<file path="config.mk">
export PLATFORM = sky130hd
export DESIGN_NAME = first_fit_partition_allocator
export DESIGN_NICKNAME = d
export VERILOG_FILES = /design/src/hdl/ffpa_pkg.sv /design/src/hdl/first_fit_partition_allocator.sv
export SDC_FILE = /design/constraint.sdc
export NUM_CORES = 1
export LEC_CHECK = 0
export BUFFER_PORTS_ARGS = -buffer_cell sky130_fd_sc_hd__buf_2
export CAP_MARGIN = 10
export CORE_MARGIN = 4
export CORE_UTILIZATION = 55
export DETAILED_ROUTE_END_ITERATION = 6
export GPL_TIMING_DRIVEN = 0
export PLACE_DENSITY = 0.71
export SLEW_MARGIN = 20
export SYNTH_ARGS = -nofsm -noshare
export SYNTH_HDL_FRONTEND = slang
export SYNTH_SLANG_ARGS = --single-unit
export TNS_END_PERCENT = 5
</file>
<file path="constraint.sdc">
create_clock -name clk -period 7.9 [get_ports clk]
set_input_delay 0.79 -clock clk [delete_from_list [all_inputs] [get_ports clk]]
set_output_delay 0.79 -clock clk [all_outputs]
set_load 0.05 [all_outputs]
</file>
<file path="src/hdl/ffpa_pkg.sv">
// Package for the first-fit partition allocator: transfer structs, table entry
// type, status codes and controller state encoding.
// Depends on nothing; imported by first_fit_partition_allocator.
package ffpa_pkg;

    localparam int unsigned FUNC_ALLOC = 0;
    localparam int unsigned FUNC_FREE  = 1;

    typedef enum logic [1:0] {
        ST_OK      = 2'd0,
        ST_NOSPACE = 2'd1,
        ST_NOJOB   = 2'd2,
        ST_FULL    = 2'd3
    } status_t;

    typedef struct packed {
        logic       func;
        logic [7:0] req_size;
        logic [7:0] job_id;
    } cmd_t;

    typedef struct packed {
        status_t    status;
        logic [6:0] start_addr;
        logic [7:0] part_len;
        logic [4:0] part_total;
    } rsp_t;

    typedef struct packed {
        logic [7:0] start;
        logic [7:0] size;
        logic [7:0] owner;
    } entry_t;

    typedef enum logic [7:0] {
        S_INIT  = 8'b0000_0001,
        S_IDLE  = 8'b0000_0010,
        S_SCAN  = 8'b0000_0100,
        S_SHUP  = 8'b0000_1000,
        S_WRNEW = 8'b0001_0000,
        S_WROWN = 8'b0010_0000,
        S_FNEXT = 8'b0100_0000,
        S_SHDN  = 8'b1000_0000
    } state_t;

endpackage

</file>
<file path="src/hdl/first_fit_partition_allocator.sv">
// First-fit partition allocator: a request scans the table for the first free fit or the
// owner's entry. A split moves entries above up (S_SHUP), writes the free rest (S_WRNEW), then
// the owned part (S_WROWN); a free writes the released entry, merged with free neighbours, then
// moves entries above down (S_SHDN) if it merged. A zero job id or a zero alloc size is answered
// from idle with no scan; the next request may be accepted at the edge that takes the result. Reset
// holds busy while the whole-memory entry is written; the receiver cannot stall. Depends on ffpa_pkg.
module first_fit_partition_allocator
    import ffpa_pkg::*;
#(
    parameter int unsigned MEM_UNITS = 128,
    parameter int unsigned MAX_PARTS = 16
)
(
    input  logic clk,
    input  logic rst_n,
    input  logic start,
    output logic busy,
    input  cmd_t cmd,
    output logic done,
    output rsp_t result
);

    localparam int unsigned AW = (MAX_PARTS > 1) ? $clog2(MAX_PARTS) : 1;
    localparam int unsigned CW = $clog2(MAX_PARTS + 1);
    localparam logic [CW-1:0] MAX_CNT = CW'(MAX_PARTS);

    // The partition table lives in one synchronous memory with one write and
    // one registered read port. Entries at or above the count are never used.
    entry_t mem [MAX_PARTS];
    entry_t rd_data;
    logic [AW-1:0] rd_addr;
    logic wr_en;
    logic [AW-1:0] wr_addr;
    entry_t wr_data;

    always_ff @(posedge clk)
    begin
        if (wr_en)
        begin
            mem[wr_addr] <= wr_data;
        end
        rd_data <= mem[rd_addr];
    end

    state_t state_reg, state_next;
    logic [CW-1:0] count_reg, count_next;
    logic [AW-1:0] idx_reg, idx_next;      // entry whose data is on rd_data while scanning
    logic [CW-1:0] rptr_reg, rptr_next;    // next address to read while shifting
    logic [AW-1:0] raddr_reg, raddr_next;  // address of the read in flight
    logic rv_reg, rv_next;                 // a shift read is in flight
    logic [1:0] dist_reg, dist_next;       // shift-down distance after a merge
    cmd_t cmd_reg, cmd_next;
    entry_t cur_reg, cur_next;
    entry_t prev_reg, prev_next;
    logic done_reg, done_next;
    rsp_t result_reg, result_next;

    logic finish;
    status_t fin_status;
    logic [7:0] fin_start;
    logic [7:0] fin_len;
    logic hit;
    logic last;
    logic nf;
    logic pf;

    always_comb
    begin
        state_next  = state_reg;
        count_next  = count_reg;
        idx_next    = idx_reg;
        rptr_next   = rptr_reg;
        raddr_next  = raddr_reg;
        rv_next     = 1'b0;
        dist_next   = dist_reg;
        cmd_next    = cmd_reg;
        cur_next    = cur_reg;
        prev_next   = prev_reg;
        rd_addr     = '0;
        wr_en       = 1'b0;
        wr_addr     = '0;
        wr_data     = '0;
        finish      = 1'b0;
        fin_status  = ST_OK;
        fin_start   = '0;
        fin_len     = '0;
        hit         = 1'b0;
        last        = 1'b0;
        nf          = 1'b0;
        pf          = 1'b0;

        case (state_reg)
            S_INIT:
            begin
                // The whole memory starts out as one free partition.
                wr_en       = 1'b1;
                wr_addr     = '0;
                wr_data     = '{start: 8'd0, size: 8'(MEM_UNITS), owner: 8'd0};
                state_next  = S_IDLE;
            end

            S_IDLE:
            begin
                if (start)
                begin
                    cmd_next = cmd;
                    idx_next = '0;
                    rd_addr  = '0;
                    if (cmd.job_id == 8'd0)
                    begin
                        finish     = 1'b1;
                        fin_status = ST_NOJOB;
                    end
                    else if (cmd.func == 1'(FUNC_ALLOC) && cmd.req_size == 8'd0)
                    begin
                        finish     = 1'b1;
                        fin_status = ST_NOSPACE;
                    end
                    else
                    begin
                        state_next = S_SCAN;
                    end
                end
            end

            S_SCAN:
            begin
                rd_addr = idx_reg + AW'(1);
                last    = (CW'(idx_reg) + CW'(1)) == count_reg;
                if (cmd_reg.func == 1'(FUNC_ALLOC))
                begin
                    hit = (rd_data.owner == 8'd0) && (rd_data.size >= cmd_reg.req_size);
                end
                else
                begin
                    hit = rd_data.owner == cmd_reg.job_id;
                end
                cur_next = rd_data;
                if (hit && cmd_reg.func == 1'(FUNC_ALLOC))
                begin
                    if (rd_data.size == cmd_reg.req_size)
                    begin
                        wr_en      = 1'b1;
                        wr_addr    = idx_reg;
                        wr_data    = '{start: rd_data.start, size: rd_data.size,
                                       owner: cmd_reg.job_id};
                        finish     = 1'b1;
                        fin_start  = rd_data.start;
                        fin_len    = rd_data.size;
                        state_next = S_IDLE;
                    end
                    else if (count_reg == MAX_CNT)
                    begin
                        finish     = 1'b1;
                        fin_status = ST_FULL;
                        state_next = S_IDLE;
                    end
                    else
                    begin
                        rptr_next  = count_reg - CW'(1);
                        state_next = S_SHUP;
                    end
                end
                else if (hit)
                begin
                    // The read of the entry above is already under way.
                    state_next = S_FNEXT;
                end
                else if (last)
                begin
                    finish     = 1'b1;
                    fin_status = (cmd_reg.func == 1'(FUNC_ALLOC)) ? ST_NOSPACE : ST_NOJOB;
                    state_next = S_IDLE;
                end
                else
                begin
                    prev_next = rd_data;
                    idx_next  = idx_reg + AW'(1);
                end
            end

            S_SHUP:
            begin
                // Move entries above the split point up by one, top first.
                if (rv_reg)
                begin
                    wr_en   = 1'b1;
                    wr_addr = raddr_reg + AW'(1);
                    wr_data = rd_data;
                end
                if (rptr_reg > CW'(idx_reg))
                begin
                    rd_addr    = rptr_reg[AW-1:0];
                    raddr_next = rptr_reg[AW-1:0];
                    rv_next    = 1'b1;
                    rptr_next  = rptr_reg - CW'(1);
                end
                else if (!rv_reg)
                begin
                    state_next = S_WRNEW;
                end
            end

            S_WRNEW:
            begin
                wr_en      = 1'b1;
                wr_addr    = idx_reg + AW'(1);
                wr_data    = '{start: cur_reg.start + cmd_reg.req_size,
                               size: cur_reg.size - cmd_reg.req_size, owner: 8'd0};
                state_next = S_WROWN;
            end

            S_WROWN:
            begin
                wr_en      = 1'b1;
                wr_addr    = idx_reg;
                wr_data    = '{start: cur_reg.start, size: cmd_reg.req_size,
                               owner: cmd_reg.job_id};
                count_next = count_reg + CW'(1);
                finish     = 1'b1;
                fin_start  = cur_reg.start;
                fin_len    = cmd_reg.req_size;
                state_next = S_IDLE;
            end

            S_FNEXT:
            begin
                // rd_data holds the entry above the released one.
                nf = ((CW'(idx_reg) + CW'(1)) < count_reg) && (rd_data.owner == 8'd0);
                pf = (idx_reg != '0) && (prev_reg.owner == 8'd0);
                wr_en = 1'b1;
                state_next = S_SHDN;
                if (nf && pf)
                begin
                    wr_addr   = idx_reg - AW'(1);
                    wr_data   = '{start: prev_reg.start,
                                  size: prev_reg.size + cur_reg.size + rd_data.size,
                                  owner: 8'd0};
                    dist_next = 2'd2;
                    rptr_next = CW'(idx_reg) + CW'(2);
                end
                else if (nf)
                begin
                    wr_addr   = idx_reg;
                    wr_data   = '{start: cur_reg.start, size: cur_reg.size + rd_data.size,
                                  owner: 8'd0};
                    dist_next = 2'd1;
                    rptr_next = CW'(idx_reg) + CW'(2);
                end
                else if (pf)
                begin
                    wr_addr   = idx_reg - AW'(1);
                    wr_data   = '{start: prev_reg.start, size: prev_reg.size + cur_reg.size,
                                  owner: 8'd0};
                    dist_next = 2'd1;
                    rptr_next = CW'(idx_reg) + CW'(1);
                end
                else
                begin
                    wr_addr    = idx_reg;
                    wr_data    = '{start: cur_reg.start, size: cur_reg.size, owner: 8'd0};
                    finish     = 1'b1;
                    fin_start  = cur_reg.start;
                    fin_len    = cur_reg.size;
                    state_next = S_IDLE;
                end
            end

            S_SHDN:
            begin
                // Close the gap left by merged entries, bottom first.
                if (rv_reg)
                begin
                    wr_en   = 1'b1;
                    wr_addr = raddr_reg - AW'(dist_reg);
                    wr_data = rd_data;
                end
                if (rptr_reg < count_reg)
                begin
                    rd_addr    = rptr_reg[AW-1:0];
                    raddr_next = rptr_reg[AW-1:0];
                    rv_next    = 1'b1;
                    rptr_next  = rptr_reg + CW'(1);
                end
                else if (!rv_reg)
                begin
                    count_next = count_reg - CW'(dist_reg);
                    finish     = 1'b1;
                    fin_start  = cur_reg.start;
                    fin_len    = cur_reg.size;
                    state_next = S_IDLE;
                end
            end

            default:
            begin
                state_next = S_IDLE;
            end
        endcase

        done_next   = finish;
        result_next = result_reg;
        if (finish)
        begin
            result_next.status     = fin_status;
            result_next.start_addr = (fin_status == ST_OK) ? fin_start[6:0] : 7'd0;
            result_next.part_len   = (fin_status == ST_OK) ? fin_len : 8'd0;
            result_next.part_total = 5'(count_next);
        end
    end

    always_ff @(posedge clk or negedge rst_n)
    begin
        if (!rst_n)
        begin
            state_reg <= S_INIT;
            count_reg <= CW'(1);
            rv_reg    <= 1'b0;
            done_reg  <= 1'b0;
        end
        else
        begin
            state_reg <= state_next;
            count_reg <= count_next;
            rv_reg    <= rv_next;
            done_reg  <= done_next;
        end
    end

    always_ff @(posedge clk)
    begin
        idx_reg    <= idx_next;
        rptr_reg   <= rptr_next;
        raddr_reg  <= raddr_next;
        dist_reg   <= dist_next;
        cmd_reg    <= cmd_next;
        cur_reg    <= cur_next;
        prev_reg   <= prev_next;
        result_reg <= result_next;
    end

    assign busy   = (state_reg != S_IDLE);
    assign done   = done_reg;
    assign result = result_reg;

    // The table never empties and never outgrows its memory.
    a_count_range: assert property (@(posedge clk) disable iff (!rst_n)
        (count_reg != '0) && (count_reg <= MAX_CNT))
        else $error("partition count out of range");

    // The table is only written while a request or the initial fill is in hand.
    a_write_busy: assert property (@(posedge clk) disable iff (!rst_n)
        wr_en |-> busy)
        else $error("table written while idle");

    // A scan never looks past the last table entry.
    a_scan_bound: assert property (@(posedge clk) disable iff (!rst_n)
        (state_reg == S_SCAN) |-> (CW'(idx_reg) < count_reg))
        else $error("scan beyond table");

    // No shift read is left in flight once the block goes idle.
    a_idle_clean: assert property (@(posedge clk) disable iff (!rst_n)
        !busy |-> !rv_reg)
        else $error("shift read pending while idle");

endmodule
</file>
==> flow_summary.toml <==
[routing]
drt_first_pass_iters = 5
vias = 14998
drtAntennaViolNets = 0
drcViolationCount = 0
detail_route.wl_per_cell_microns = 24.0
routed_wirelength_microns = 58100
detail_route.iter0.violations = 1606
route.detailed.vias_per_inst = 6.19

[global_routing]
grt_overflow = 0
global_route.usage.met1 = 0.353
via_count_of_the_first_global_routing_pass = 14796
busiest_layer = "met2"
globalRouteMet2Util = 0.423
grt_use_total = 0.261
global_route_wire_length_before_repair_microns = 87500
grt_start_max_net_pins = 27
number_of_antenna_violations_at_the_first_check_in_global_routing = 4
gr-usage-met3 = 0.0483

[logic_synthesis]
yosys_most_used_dff = "edfxtp_1"
synth.net_count = 1854
post_synth_num_cell_types = 82
synth_edf_count = 460
syn-cell-area_sq_um = 22300
synth-seq-area-share = 0.656
async_flop_share = 0.0301
synth-warning-count = 0
number_of_standard_cells_after_synthesis = 1754
postSynthRegisterBits = 498
syn_area_per_cell_sq_um = 12.7

[die]
placeableCoreArea_sq_um = 39900
std_cell_rows = 73
start_util = 0.560
boundaryPins = 44
die_outline_area_sq_um = 43900
die_width_microns = 210
die-height_microns = 210

[layout]
largest_register_ffs = 368
drive_above_1_share = 0.125
fill_cells = 2936
design_area_sq_um = 25300
finalNetCount = 1962
final_std_cells_w_o_fill = 2423
antennaDiodeCount = 0
area_delta_synth_final_pct = 13.2

[clocking]
cts_buffers = 50
ctsHtreeMaxLevel = 2
cts-hold-fix-buffers = 0
tritoncts_num_sinks = 498
clk_pin_slew_ns = 0.06
post-cts-setup-buffer-count = 0
cts_tree = "done"
clock_latency_at_the_later_pin_of_the_worst_skew_pair_ns = 0.61
cts_buffer_depth = 3
post_cts_resized = 0
cts.root.buffer_cell = "clkbuf_16"

[pwr]
powerDensity_nw_per_um2 = 235
leakagePower_nw = 9.04
peakVddDrop_v = 0.000223

[critical_path]
crit_slowest_cell = "or3_1"
path_buf_inv = 3
cp_required_ns = 8.06
critical_path.max_fanout = 23
timing.critical_path.from_type = "flip-flop"
timing.critical_path.max_delay_family = "simple AND/OR/NAND/NOR gates"
path_cells = "clkbuf_1 > inv_1 > ha_1 > ha_1 > nor2b_1 > o21ai_0 > a21oi_1 > nor3_2 > o21ai_1 > or2_2 > clkbuf_1 > or3_1"
end_kind = "flip-flop"
crit_path_max_incr_delay_ns = 0.88
critPathKind = "flip-flop to flip-flop"
worst_setup_startpoint = "idx_reg[0]"
r2r_start = "idx_reg[0]"
worstPathArrival_ns = 5.45

[sta]
hold_violations = 0
worstMarginPinSlew_ns = 1.09
setup_repair_after_global_routing_missed_its_margin = "false"
timing.slew.headroom = 0.276
min_period_over_period = 0.670
final-max-slew-violation-count = 0
tns_ns = 0
period_minus_ws_final_ns = 5.29
fmax_ghz = 0.189
setup_viol = 0
final.setup_skew_ns = 0.0249

[job]
cap_viol_max_count = 0

[outcome]
status = "completed"

[place]
dpl_cell_area_sq_um = 23600
dpl.hpwl_microns = 41000
portBuffers = 43
placed_cell_count = 2335
finalWeightedCongestion = 0.931

[min_path]
hold_path_class = "primary input to async pin"
cell usage in the layout, fill, tap and decap left out, types with 11 or more instances in the layout:
cell / Yosys / final
buf_2: 27 / 71
a22oi_1: 16 / 16
nor4_1: 14 / 11
a21o_1: 23 / 23
edfxtp_1: 460 / 460
mux2i_1: 34 / 34
clkbuf_1: 32 / 40
inv_1: 43 / 43
clkbuf_16: 0 / 52
mux2_2: 20 / 20
nor2_4: 0 / 16
xor2_1: 13 / 13
dfrtp_1: 13 / 13
a32oi_1: 24 / 24
dfxtp_1: 23 / 23
o211ai_1: 25 / 25
a22o_1: 17 / 17
a21oi_1: 117 / 117
nor3_1: 36 / 36
ha_1: 72 / 72
nand3_1: 76 / 76
nor2_1: 69 / 53
xnor2_1: 41 / 41
o21ai_0: 40 / 38
nand2b_1: 11 / 11
nand2_1: 345 / 345
cell families (layout without fill, tap and decap cells):
group / Yosys count / count (layout) / share of synthesized area
other: 1 / 1 / 0.000168
buffers and inverters: 120 / 264 / 0.0263
AND/OR/NAND/NOR: 611 / 611 / 0.122
AO/OA/AOI/OAI: 335 / 335 / 0.101
multiplexers: 55 / 55 / 0.0263
flip-flops: 498 / 498 / 0.656
adder cells (fa/ha/maj): 80 / 80 / 0.0475
XOR/XNOR: 54 / 54 / 0.0212
synthesized netlist by cell type (all sizes together), types with 17 or more instances:
library cell / count / area share
o211ai: 25 / 0.0084
xnor2: 41 / 0.016
a21o: 23 / 0.0077
o21ai: 43 / 0.0096
nand3: 77 / 0.017
a22o: 17 / 0.0067
nand2: 345 / 0.058
a32oi: 24 / 0.0094
clkbuf: 32 / 0.0054
mux2i: 34 / 0.015
ha: 72 / 0.040
inv: 44 / 0.0075
dfxtp: 23 / 0.021
a21oi: 117 / 0.026
buf: 43 / 0.013
mux2: 20 / 0.010
edfxtp: 460 / 0.62
nor3: 37 / 0.0085
nor2: 70 / 0.012
worst register-to-register path, stage by stage, from the launching register on:
cell,delay [ns]
edfxtp_1,0.49
clkbuf_1,0.36
inv_1,0.16
ha_1,0.42
ha_1,0.32
nor2b_1,0.13
o21ai_0,0.15
a21oi_1,0.12
nor3_2,0.73
o21ai_1,0.46
or2_2,0.39
clkbuf_1,0.24
or3_1,0.88
cell type report:
| class | count | area (sq um) | share of cell area |
|---|---|---|---|
| Tap cell | 525 | 657 | 0.0260 |
| Clock buffer | 65 | 1400 | 0.0554 |
| Inverter | 45 | 171 | 0.00678 |
| Clock inverter | 23 | 258 | 0.0102 |
| Buffer | 75 | 417 | 0.0165 |
| Multi-Input combinational cell | 1136 | 7260 | 0.287 |
| Sequential cell | 498 | 14700 | 0.580 |
| Timing Repair Buffer | 56 | 472 | 0.0187 |
where the power goes:
group	switching [mW]	leakage [nW]	total (mW)	internal [mW]
sequential	0.0793	4.49	3.02	2.94
combinational	0.344	3.74	0.553	0.209
clock	0.990	0.811	2.37	1.38
metal layers:
metal | share of wire | routed length [microns]
met4 | 0.037 | 2150
met1 | 0.40 | 23200
met2 | 0.48 | 27700
met5 | 0.00053 | 31
met3 | 0.086 | 5010
worst paths after layout:
check / cells after the start / slack, ns / endpoint
worst min register to register: 0 / 0.51 / prev_reg[3]
min in group clk: 1 / 0.39 / cmd_reg[11]
worst min-delay path: 1 / 0.09 / state_reg[4]
max in group asynchronous: 1 / 7.51 / count_reg[0]
worst max-delay path: 12 / 2.61 / result[6]
worst max register to register: 12 / 2.61 / result[6]
per-stage QoR:
step                power [mW]  utilization  setup slack, ns  hold slack (ns)
detailed placement        3.61        0.592             2.75            0.498
global placement          3.57        0.581             2.13            0.484
global route              6.13        0.633             2.33            0.114
floorplan                 3.41            -             3.71            0.447
finish                    5.94        0.633             2.61           0.0917
CTS                       5.95        0.633             2.68           0.0785
(Power assumes the default switching activity.)
